### src/hdl/mmm_pkg.sv
// Package: widths, command/status structs and helpers for the Montgomery multiplier.
`default_nettype none
package mmm_pkg;

   localparam int MOD_WIDTH = 16;
   localparam int K_W       = $clog2(MOD_WIDTH + 1);
   localparam int CNT_W     = $clog2(2 * MOD_WIDTH);
   localparam int IN_BYTES  = (3 * MOD_WIDTH + 7) / 8;
   localparam int OUT_BYTES = (MOD_WIDTH + 7) / 8;

   typedef enum logic [1:0] {
      PH_A_IN  = 2'd0,
      PH_B_IN  = 2'd1,
      PH_MUL   = 2'd2,
      PH_OUT   = 2'd3
   } phase_type;

   typedef struct packed {
      logic      load;
      logic      red_step;
      logic      dbl_step;
      logic      mp_load;
      logic      mp_step;
      logic      mp_fin;
      logic      out_load;
      logic      out_err;
      phase_type phase;
   } cmd_type;

   typedef struct packed {
      logic           bad_mod;
      logic [K_W-1:0] k_len;
   } stat_type;

   // k = bit length of (m - 1), at least 1
   function automatic logic [K_W-1:0] k_of(input logic [MOD_WIDTH-1:0] m);
      logic [MOD_WIDTH-1:0] mm1;
      logic [K_W-1:0]       k;
      mm1 = m - MOD_WIDTH'(1);
      k   = K_W'(1);
      for (int i = 1; i < MOD_WIDTH; i++) begin
         if (mm1[i]) k = K_W'(i + 1);
      end
      return k;
   endfunction

endpackage
`default_nettype wire

### src/hdl/mmm_datapath.sv
// Datapath: operand reduction, R^2 doubling, bit-serial Montgomery product, result word.
`default_nettype none
module mmm_datapath (
   input  wire                               clock,
   input  wire  mmm_pkg::cmd_type            cmd,
   input  wire  [mmm_pkg::MOD_WIDTH-1:0]     in_a,
   input  wire  [mmm_pkg::MOD_WIDTH-1:0]     in_b,
   input  wire  [mmm_pkg::MOD_WIDTH-1:0]     in_m,
   output mmm_pkg::stat_type                 stat,
   output logic [mmm_pkg::MOD_WIDTH-1:0]     product,
   output logic                              bad_modulus
);
   import mmm_pkg::*;

   localparam int W = MOD_WIDTH;

   logic [W-1:0]   sa_ff, sa_in, sb_ff, sb_in;   // operand bits, MSB first
   logic [W-1:0]   ra_ff, ra_in, rb_ff, rb_in;   // residues / Montgomery forms
   logic [W-1:0]   m_ff, m_in, r2_ff, r2_in;
   logic [K_W-1:0] k_ff, k_in;
   logic [W-1:0]   x_ff, x_in, y_ff, y_in;
   logic [W:0]     acc_ff, acc_in;
   logic [W-1:0]   prod_ff, prod_in;
   logic           bad_ff, bad_in;

   logic [W:0]     ta, tb, td;
   logic [W+1:0]   t1, t2;
   logic [W:0]     fin;
   logic [W-1:0]   one_m;

   always_comb begin
      ta    = {ra_ff, sa_ff[W-1]};
      tb    = {rb_ff, sb_ff[W-1]};
      td    = {r2_ff, 1'b0};
      t1    = {1'b0, acc_ff} + (x_ff[0] ? {2'b00, y_ff} : '0);
      t2    = t1[0] ? t1 + {2'b00, m_ff} : t1;
      fin   = (acc_ff >= {1'b0, m_ff}) ? acc_ff - {1'b0, m_ff} : acc_ff;
      one_m = (m_ff == W'(1)) ? '0 : W'(1);

      sa_in = sa_ff; sb_in = sb_ff; ra_in = ra_ff; rb_in = rb_ff;
      m_in = m_ff; r2_in = r2_ff; k_in = k_ff; x_in = x_ff; y_in = y_ff;
      acc_in = acc_ff; prod_in = prod_ff; bad_in = bad_ff;

      if (cmd.load) begin
         sa_in = in_a; sb_in = in_b; ra_in = '0; rb_in = '0;
         m_in  = in_m; k_in  = k_of(in_m);
         r2_in = (in_m == W'(1)) ? '0 : W'(1);
      end
      if (cmd.red_step) begin
         ra_in = (ta >= {1'b0, m_ff}) ? W'(ta - {1'b0, m_ff}) : ta[W-1:0];
         rb_in = (tb >= {1'b0, m_ff}) ? W'(tb - {1'b0, m_ff}) : tb[W-1:0];
         sa_in = sa_ff << 1;
         sb_in = sb_ff << 1;
      end
      if (cmd.dbl_step)
         r2_in = (td >= {1'b0, m_ff}) ? W'(td - {1'b0, m_ff}) : td[W-1:0];
      if (cmd.mp_load) begin
         acc_in = '0;
         case (cmd.phase)
            PH_A_IN: begin x_in = ra_ff; y_in = r2_ff; end
            PH_B_IN: begin x_in = rb_ff; y_in = r2_ff; end
            PH_MUL:  begin x_in = ra_ff; y_in = rb_ff; end
            PH_OUT:  begin x_in = ra_ff; y_in = one_m; end
            default: begin x_in = ra_ff; y_in = r2_ff; end
         endcase
      end
      if (cmd.mp_step) begin
         acc_in = t2[W+1:1];
         x_in   = x_ff >> 1;
      end
      if (cmd.mp_fin) begin
         if (cmd.phase == PH_B_IN) rb_in = fin[W-1:0];
         else                      ra_in = fin[W-1:0];
      end
      if (cmd.out_load) begin
         prod_in = cmd.out_err ? '0 : ra_ff;
         bad_in  = cmd.out_err;
      end
   end

   always_ff @(posedge clock) begin
      sa_ff <= sa_in; sb_ff <= sb_in; ra_ff <= ra_in; rb_ff <= rb_in;
      m_ff <= m_in; r2_ff <= r2_in; k_ff <= k_in; x_ff <= x_in; y_ff <= y_in;
      acc_ff <= acc_in; prod_ff <= prod_in; bad_ff <= bad_in;
   end

   // bad modulus flag above the k length
   assign stat         = {~in_m[0], k_ff};
   assign product      = prod_ff;
   assign bad_modulus  = bad_ff;

endmodule
`default_nettype wire

### src/hdl/mmm_ctrl.sv
// Controller: sequences reduction, doubling and the four Montgomery products.
`default_nettype none
module mmm_ctrl (
   input  wire                   clock,
   input  wire                   reset,
   input  wire                   req_tvalid,
   output logic                  req_tready,
   output logic                  rsp_tvalid,
   input  wire                   rsp_tready,
   input  wire  mmm_pkg::stat_type stat,
   output mmm_pkg::cmd_type      cmd
);
   import mmm_pkg::*;

   typedef enum logic [2:0] {
      S_IDLE, S_REDUCE, S_DOUBLE, S_MPLOAD, S_MP, S_FIN, S_DONE
   } state_type;

   state_type        state_ff, state_in;
   logic [CNT_W-1:0] cnt_ff, cnt_in;
   phase_type        phase_ff, phase_in;
   logic             err_ff, err_in;
   logic             vld_ff, vld_in;
   logic             acc_req, slot_free;
   logic [CNT_W-1:0] dbl_last, mp_last;

   assign acc_req    = req_tvalid && req_tready;
   assign slot_free  = !vld_ff || rsp_tready;
   assign req_tready = (state_ff == S_IDLE);
   assign rsp_tvalid = vld_ff;
   assign dbl_last   = CNT_W'({stat.k_len, 1'b0} - 1'b1);
   assign mp_last    = CNT_W'(stat.k_len - 1'b1);

   always_comb begin
      state_in = state_ff; cnt_in = cnt_ff; phase_in = phase_ff;
      err_in = err_ff; vld_in = vld_ff;
      cmd = '0;
      cmd.phase   = phase_ff;
      cmd.out_err = err_ff;
      if (vld_ff && rsp_tready) vld_in = 1'b0;
      case (state_ff)
         S_IDLE: if (acc_req) begin
            cmd.load = 1'b1;
            err_in   = stat.bad_mod;
            cnt_in   = '0;
            state_in = stat.bad_mod ? S_DONE : S_REDUCE;
         end
         S_REDUCE: begin
            cmd.red_step = 1'b1;
            cnt_in = cnt_ff + 1'b1;
            if (cnt_ff == CNT_W'(MOD_WIDTH - 1)) begin
               cnt_in = '0; state_in = S_DOUBLE;
            end
         end
         S_DOUBLE: begin
            cmd.dbl_step = 1'b1;
            cnt_in = cnt_ff + 1'b1;
            if (cnt_ff == dbl_last) begin
               phase_in = PH_A_IN; state_in = S_MPLOAD;
            end
         end
         S_MPLOAD: begin
            cmd.mp_load = 1'b1;
            cnt_in = '0; state_in = S_MP;
         end
         S_MP: begin
            cmd.mp_step = 1'b1;
            cnt_in = cnt_ff + 1'b1;
            if (cnt_ff == mp_last) state_in = S_FIN;
         end
         S_FIN: begin
            cmd.mp_fin = 1'b1;
            if (phase_ff == PH_OUT) state_in = S_DONE;
            else begin
               phase_in = phase_type'(phase_ff + 2'd1);
               state_in = S_MPLOAD;
            end
         end
         S_DONE: if (slot_free) begin
            cmd.out_load = 1'b1;
            vld_in   = 1'b1;
            state_in = S_IDLE;
         end
         default: state_in = S_IDLE;
      endcase
   end

   always_ff @(posedge clock) begin
      if (reset) begin
         state_ff <= S_IDLE; cnt_ff <= '0; phase_ff <= PH_A_IN;
         err_ff <= 1'b0; vld_ff <= 1'b0;
      end else begin
         state_ff <= state_in; cnt_ff <= cnt_in; phase_ff <= phase_in;
         err_ff <= err_in; vld_ff <= vld_in;
      end
   end

   a_one_cmd: assert property (@(posedge clock) disable iff (reset)
      $onehot0({cmd.load, cmd.red_step, cmd.dbl_step, cmd.mp_load, cmd.mp_step,
                cmd.mp_fin, cmd.out_load}))
      else $error("overlapping datapath commands");
   a_leave_idle: assert property (@(posedge clock) disable iff (reset)
      acc_req |=> state_ff != S_IDLE)
      else $error("accepted word did not start work");
   a_mp_bound: assert property (@(posedge clock) disable iff (reset)
      state_ff == S_MP |-> cnt_ff < CNT_W'(stat.k_len))
      else $error("product step count overran k");
   a_out_slot: assert property (@(posedge clock) disable iff (reset)
      cmd.out_load |-> (!vld_ff || rsp_tready))
      else $error("result overwritten before taken");

endmodule
`default_nettype wire

### src/hdl/montgomery_modular_multiplier_top.sv
// Top level: Montgomery modular multiplier, controller plus datapath.
//
//  channel | dir | tdata (low bit up)                      | tuser
//  req_    | in  | operand_a, operand_b, modulus (16 each)  | -
//  rsp_    | out | product (16)                            | bad_modulus
//
//  Work from acceptance to rsp_tvalid runs through the bit-serial
//  reduction of the operands, 2k doublings for R^2 mod m (k = bit length
//  of (modulus-1)) and four k-step Montgomery products (each with a load
//  and a finish state) sharing one add/shift unit. A bad modulus skips
//  straight to the result.
//  The next word is taken from the cycle after the result register is loaded.
//  Reset: synchronous, active high; clears control only.
//  Stalls: a new word is taken while the previous result waits on rsp_;
//  work halts at the end only if the result register is still full.
`default_nettype none
module montgomery_modular_multiplier_top (
   input  wire                                 clock,
   input  wire                                 reset,
   input  wire                                 req_tvalid,
   output logic                                req_tready,
   // operand_a, operand_b, modulus
   input  wire  [8*mmm_pkg::IN_BYTES-1:0]      req_tdata,
   output logic                                rsp_tvalid,
   input  wire                                 rsp_tready,
   // product
   output logic [8*mmm_pkg::OUT_BYTES-1:0]     rsp_tdata,
   // bad_modulus
   output logic                                rsp_tuser
);
   import mmm_pkg::*;

   cmd_type                cmd;
   stat_type               stat;
   logic [MOD_WIDTH-1:0]   product;

   mmm_ctrl u_ctrl (
      .clock      (clock),
      .reset      (reset),
      .req_tvalid (req_tvalid),
      .req_tready (req_tready),
      .rsp_tvalid (rsp_tvalid),
      .rsp_tready (rsp_tready),
      .stat       (stat),
      .cmd        (cmd)
   );

   mmm_datapath u_dp (
      .clock       (clock),
      .cmd         (cmd),
      .in_a        (req_tdata[MOD_WIDTH-1:0]),
      .in_b        (req_tdata[2*MOD_WIDTH-1:MOD_WIDTH]),
      .in_m        (req_tdata[3*MOD_WIDTH-1:2*MOD_WIDTH]),
      .stat        (stat),
      .product     (product),
      .bad_modulus (rsp_tuser)
   );

   // product word, zero padded to whole bytes
   assign rsp_tdata = (8*OUT_BYTES)'(product);

endmodule
`default_nettype wire
### config.mk
export PLATFORM = sky130hd
export DESIGN_NAME = montgomery_modular_multiplier_top
export DESIGN_NICKNAME = d
export VERILOG_FILES = /design/src/hdl/mmm_pkg.sv /design/src/hdl/mmm_datapath.sv /design/src/hdl/mmm_ctrl.sv /design/src/hdl/montgomery_modular_multiplier_top.sv
export SDC_FILE = /design/constraint.sdc
export NUM_CORES = 1
export LEC_CHECK = 0
export BUFFER_PORTS_ARGS = -buffer_cell sky130_fd_sc_hd__buf_2
export CAP_MARGIN = 20
export CORE_MARGIN = 10
export CORE_UTILIZATION = 45
export CTS_CLUSTER_SIZE = 25
export DETAILED_ROUTE_END_ITERATION = 8
export PLACE_DENSITY = 0.61
export SYNTH_ARGS = -nofsm -noshare
export SYNTH_HDL_FRONTEND = slang
export SYNTH_SLANG_ARGS = --single-unit
### constraint.sdc
create_clock -name clock -period 4.4 [get_ports clock]
set_clock_uncertainty 0.2 [all_clocks]
set_input_delay 0.22 -clock clock [delete_from_list [all_inputs] [get_ports clock]]
set_output_delay 0.22 -clock clock [all_outputs]
set_load 0.02 [all_outputs]
======== Yosys cells after proc, flatten, opt, wreduce, memory -nomap -nowiden ========
Cells that the tools add are included.
word-level totals
  flip-flop bits (word level) ............. 179
  input port bits ......................... 52
  output and inout port bits .............. 19
  logic and storage cells ................. 142
operators by class
  $add $sub $neg .......................... 11
  $lt $le $gt $ge ......................... 4
  eq/ne operators ......................... 20
  muxes and demuxes ....................... 68
  bitwise gates (word level) .............. 1
  reduce and logical (&&, ||, !) cells .... 18
operators by type and width
  kind                   number
  $mux 16                19
  $ge 17x16->1           4
  $sub 16x16->16         4
  $pmux 16 s3            1
  $mux 17                2
  $mux 3                 11
  $eq 16x1->1 const B    2
  $mux 4                 8
  $pmux 16 s2            1
  $mux 15                2
  $pmux 3 s7             1
  $pmux 5 s4             1
  $add 17x16->18         1
  $add 18x16->18         1
  $mux 18                1
  $sub 16x1->16 const B  1
  $mux 1                 14
  $eq 5x5->1             2
  $mux 5                 2
  $sub 5x1->5 const B    2
  $eq 3x3->1 const B     3
  $mux 2                 4
  $ne 2x1->1 const B     4
  $reduce_bool 2->1      4
  other kinds (21)       27

======== Longest topological paths before layout ========
  word-level depth ........................ 15
  gate-level depth with buffers ........... 18
  depth with buffers taken out ............ 17

======== By module ========
From an unflattened synthesis, not the netlist that was laid out.
unflattened totals
  cells, all modules ...................... 1491
  area total of the unflattened synthesis .. 13656.8 um2
by module, submodules not included
  module        instances  cells an instance  area each (um2)  sequential area each (um2)
  mmm_datapath  1          1372               12599.6          4664.5
  mmm_ctrl      1          119                1057.3           240.2

======== Worst setup path before layout ========
No wires, ideal clock.
  kind .................................... reg-to-reg
  from .................................... register u_dp.x_ff[0]
  to ...................................... register u_dp.acc_ff[16], data pin
  library setup time ...................... 0.261 ns
  arrival time ............................ 3.726 ns
  data required time ...................... 3.939 ns
  setup slack ............................. 0.213 ns
  cell stages (with the launch flop) ...... 19
  clock period less this slack ............ 4.187 ns
  cell sequence ........................... edfxtp_1 > clkbuf_1 > and2_1 > ha_1 > fa_1 > a211oi_2 > o21bai_1 > a21oi_1 > xnor2_1 > ha_1 > a21oi_1 > a21oi_1 > o31ai_1 > a21oi_1 > o41ai_1 > nor2b_1 > o211ai_1 > xnor2_1 > nor2_1
between the ends
  word-level cells in the longest chain between the ends .. 5
ends and longest elaborated chain
  what                      RTL line            source
  start: declaration        mmm_datapath.sv:21  logic [W-1:0] x_ff, x_in, y_ff, y_in;
  start signal: assignment  mmm_datapath.sv:83  m_ff <= m_in; r2_ff <= r2_in; k_ff <= k_in; x_ff <= x_in; y_ff <= y_in;
  $mux 16 *                 mmm_datapath.sv:35  t1 = {1'b0, acc_ff} + (x_ff[0] ? {2'b00, y_ff} : '0);
  $add 17x16->18 *          mmm_datapath.sv:35
  $add 18x16->18            mmm_datapath.sv:36  t2 = t1[0] ? t1 + {2'b00, m_ff} : t1;
  $mux 18 *                 mmm_datapath.sv:36
  $mux 17 *                 mmm_datapath.sv:67  if (cmd.mp_step) begin
  end signal: assignment    mmm_datapath.sv:84  acc_ff <= acc_in; prod_ff <= prod_in; bad_ff <= bad_in;
  end: declaration          mmm_datapath.sv:22  logic [W:0] acc_ff, acc_in;
Mark *: on every way between the ends. The rest lies on a longest branch, timed or not.
A chain may end at the register's enable or synchronous reset.

======== Final worst setup path ========
Ends and elaborated chain as after synthesis.

==> summary.txt <==
Clocking
  – Clock latency on the worst-skew pair: 0.45 ns
  – # H-tree levels: 4
  – Num CTS Buffers: 17
  – Clock Path Buffers: 2
  – Clk root buf: clkbuf_16
  – Worst-path clk slew: 0.08 ns
  – Clk sinks: 179
  – Postcts setup bufs: 0
  – CTS tree: yes

Place
  – Post-placement cell area: 13900 µm²
  – DP HPWL: 26700 µm
  – Post-Place Setup Slack: 0.0272 ns
  – Inst Count DP: 1830
  – GPL Wtd Cong: 0.897
  – Port-buffer cells: 70

Setup path
  – Critical path class: flip-flop to flip-flop
  – CP startpoint kind: flip-flop
  – CP delay by family, top: compound AO/OA/AOI/OAI gates
  – CP Capture Type: flip-flop
  – Cell Chain, Critical Path: and2_1 > ha_1 > fa_1 > a211oi_2 > o21bai_1 > a21oi_1 > xnor2_1 > ha_1 > a21oi_4 > a21oi_1 > o31ai_2 > a21oi_2 > o41ai_2 > nor2b_1 > o211ai_1 > xnor2_1 > nor2_1
  – Worst EP arrival: 4.19 ns
  – Crit path required time: 4.40 ns
  – R2R Path Start: u_dp.x_ff[0]
  – CP max FO: 4
  – Reg2reg end: u_dp.acc_ff[16]
  – CP Buf/Inv Count: 0
  – R2R Setup Slk: 0.21 ns
  – CP max stage cell: fa_1
  – Crit-path max cell delay: 0.41 ns
  – Reg2Reg Depth: 17

Pwr
  – VDD IR-drop max: 0.376 mV
  – Pwr/cell area: 710 nW/µm²
  – Leak pwr: 6.09 nW

Global routing
  – GR Overflow Total: 0
  – Largest net degree at the start of global routing: 67
  – Met3 Use GR: 2.58%
  – Gr usage total: 19.9%
  – Initial antenna violation count: 0
  – GR Layer Usage met1: 26.7%
  – Busiest grt layer: met2
  – Vias in the first global route: 10700
  – First-pass GRT wire length: 58200 µm
  – Met2 usage: 33.2%

Hold path
  – Hold path start: req_tvalid
  – Hold Crit Endpoint: u_ctrl.cnt_ff[4]
  – Worst Hold Depth: 5
  – Worst min path class: input port to flip-flop

Die
  – Initial cell density of the core: 45.7%
  – Chip Height: 191 µm
  – FP Rows: 62
  – Core footprint: 28700 µm²
  – Die Span X: 191 µm
  – Die area: 36400 µm²
  – I/O pin total: 71

Synth
  – Synth Net Count: 1570
  – Top cells by count, synth: 132 x edfxtp_1, 111 x nor2_1, 105 x a21oi_1
  – Count leader, synth: edfxtp_1
  – Synth warnings: 0
  – Async SR Flop Fraction: 0%
  – Post-synth EDFFs: 132
  – Unique masters post-synth: 77
  – Top_reg_cell synth: edfxtp_1
  – Synth area leader: edfxtp_1
  – Syn Inst Count: 1408
  – Synth area leaders: edfxtp_1 30%, ha_1 9.9%, dfxtp_1 7.2%
  – Post-synth top area share: 30.2%
  – Post-Syn Area: 13100 µm²
  – Syn_area_per_cell: 9.32 µm²
  – Seq/Total Area, Yosys: 37.4%
  – Synth Register Bits: 179

Timing
  – Slew Limit Fails: 0
  – Final period util: 95.3%
  – Post-route minimum period: 4.19 ns
  – Final WS setup: 0.206 ns
  – Rel. slew slack: 36.9%
  – Min Hold Slack: 0.0621 ns
  – Fin. Hold Viols: 0
  – Worst slew pin tran: 0.946 ns
  – Peak Freq: 238 MHz
  – Setup violations, final: 0

Finish
  – Finished layout cell area: 15100 µm²
  – Area growth syn-to-layout: 15.4%
  – Register area: 4900 µm²
  – Final core utilization: 52.7%
  – Diodes inserted: 0
  – Multi-input logic area: 7820 µm²
  – Final net count: 1679
  – Layout cells sized above 1: 11.9%
  – Finished Layout Cells: 1914
  – Layout fillers: 2638

Routing
  – DRT Wirelength: 36400 µm
  – Routed vias/inst: 5.80
  – Drt wl/cell: 19.0 µm
  – Drc violations: 0
  – ANT nets after route: 0
  – Via count: 11100
  – First-pass DRT Iterations: 5
  – Drt initial violations: 842

Outcome
  – Status: complete, no violations

Job
  – Max-cap viol count: 0
[worst register-to-register path, delay by kind of cell, from the launching register on]
kind / cells / cell delay, ns
flops: 1 / 0.40
fa+ha+maj: 3 / 0.93
xor+xnor: 2 / 0.30
compound gates: 9 / 1.82
simple gates: 3 / 0.29
[layout by cell type (no fill, tap or decap), types with 37 or more instances in the layout]
master	netlist	routed
nand2_1	99	99
inv_1	61	61
nor3_1	40	40
ha_1	104	104
edfxtp_1	132	132
nor2_1	111	111
dfxtp_1	47	47
xnor2_1	57	57
mux2i_1	45	45
a21oi_1	105	103
o21ai_0	82	80
nor2b_1	38	37
dlygate4sd3_1	0	51
buf_2	5	70
[kinds of logic (layout without fill, tap and decap cells)]
logic type,after synthesis,in the layout,share of synthesized area (%)
AOI/OAI and AO/OA,425,425,21.6
xor gates and xnor gates,83,83,5.54
buffers and inverters,120,242,3.62
DFF,179,179,37.4
muxes,58,58,4.55
adders and majority gates,110,110,10.8
and+or+nand+nor,433,433,16.4
[worst max-delay path by stage]
stage | from | to | cells past startpoint
after floorplan | u_dp.x_ff[0] | u_dp.acc_ff[16] | 18
after global placement | u_dp.x_ff[0] | u_dp.acc_ff[16] | 17
after detailed placement | u_dp.x_ff[0] | u_dp.acc_ff[16] | 17
after CTS | u_dp.x_ff[0] | u_dp.acc_ff[15] | 17
after global routing | u_dp.x_ff[0] | u_dp.acc_ff[16] | 17
final | u_dp.x_ff[0] | u_dp.acc_ff[16] | 17
[stage by stage]
| step | TNS [ns] | total power [W] |
|---|---|---|
| detailed placement | 0 | 0.00900 |
| global route | -0.00980 | 0.0116 |
| CTS | 0 | 0.0106 |
| floorplan | 0 | 0.00748 |
| finish | 0 | 0.0107 |
| global placement | 0 | 0.00887 |
[per-layer routing]
layer / up-vias / part of all wire [%]
li1: 5518 / -
met1: 5340 / 46
met2: 220 / 49
met3: 30 / 3.8
met4: 0 / 1.3
met5: - / 0
[final cells by class]
| class | count | share of cell area [%] |
|---|---|---|
| multi-input combinational | 1109 | 51.6 |
| clock buffer | 17 | 2.81 |
| sequential | 179 | 32.4 |
| clock inverter | 15 | 1.17 |
| tap | 384 | 3.17 |
| timing repair buffer | 147 | 7.24 |
| inverter | 63 | 1.56 |
[timing repair]
item	4_1_cts	5_1_grt
hold endpoints to repair	59	0
gates resized for setup	1	13
hold buffers	51	0
setup endpoints to repair	1	5
[power by group]
group	switching (W)	leakage (nW)	total [W]	internal [W]
clock network	0.000798	0.289	0.00157	0.000771
registers	0.000501	1.64	0.00306	0.00256
logic	0.00354	4.16	0.00612	0.00257
total	0.00484	6.09	0.0107	0.00591
[sequential cells by signal (all words and copies together), names as in the netlist]
register / count
u_ctrl.cnt_ff: 5
u_dp.rb_ff: 16
u_dp.ra_ff: 16
u_dp.sa_ff: 16
u_dp.bad_modulus: 1
u_dp.x_ff: 16
u_dp.r2_ff: 16
u_dp.k_ff: 5
u_ctrl.rsp_tvalid: 1
u_ctrl.state_ff: 3
u_dp.sb_ff: 16
u_ctrl.phase_ff: 2
u_dp.product: 16
u_dp.y_ff: 16
u_ctrl.err_ff: 1
u_dp.m_ff: 16
u_dp.acc_ff: 17
(Power assumes the default switching activity.)
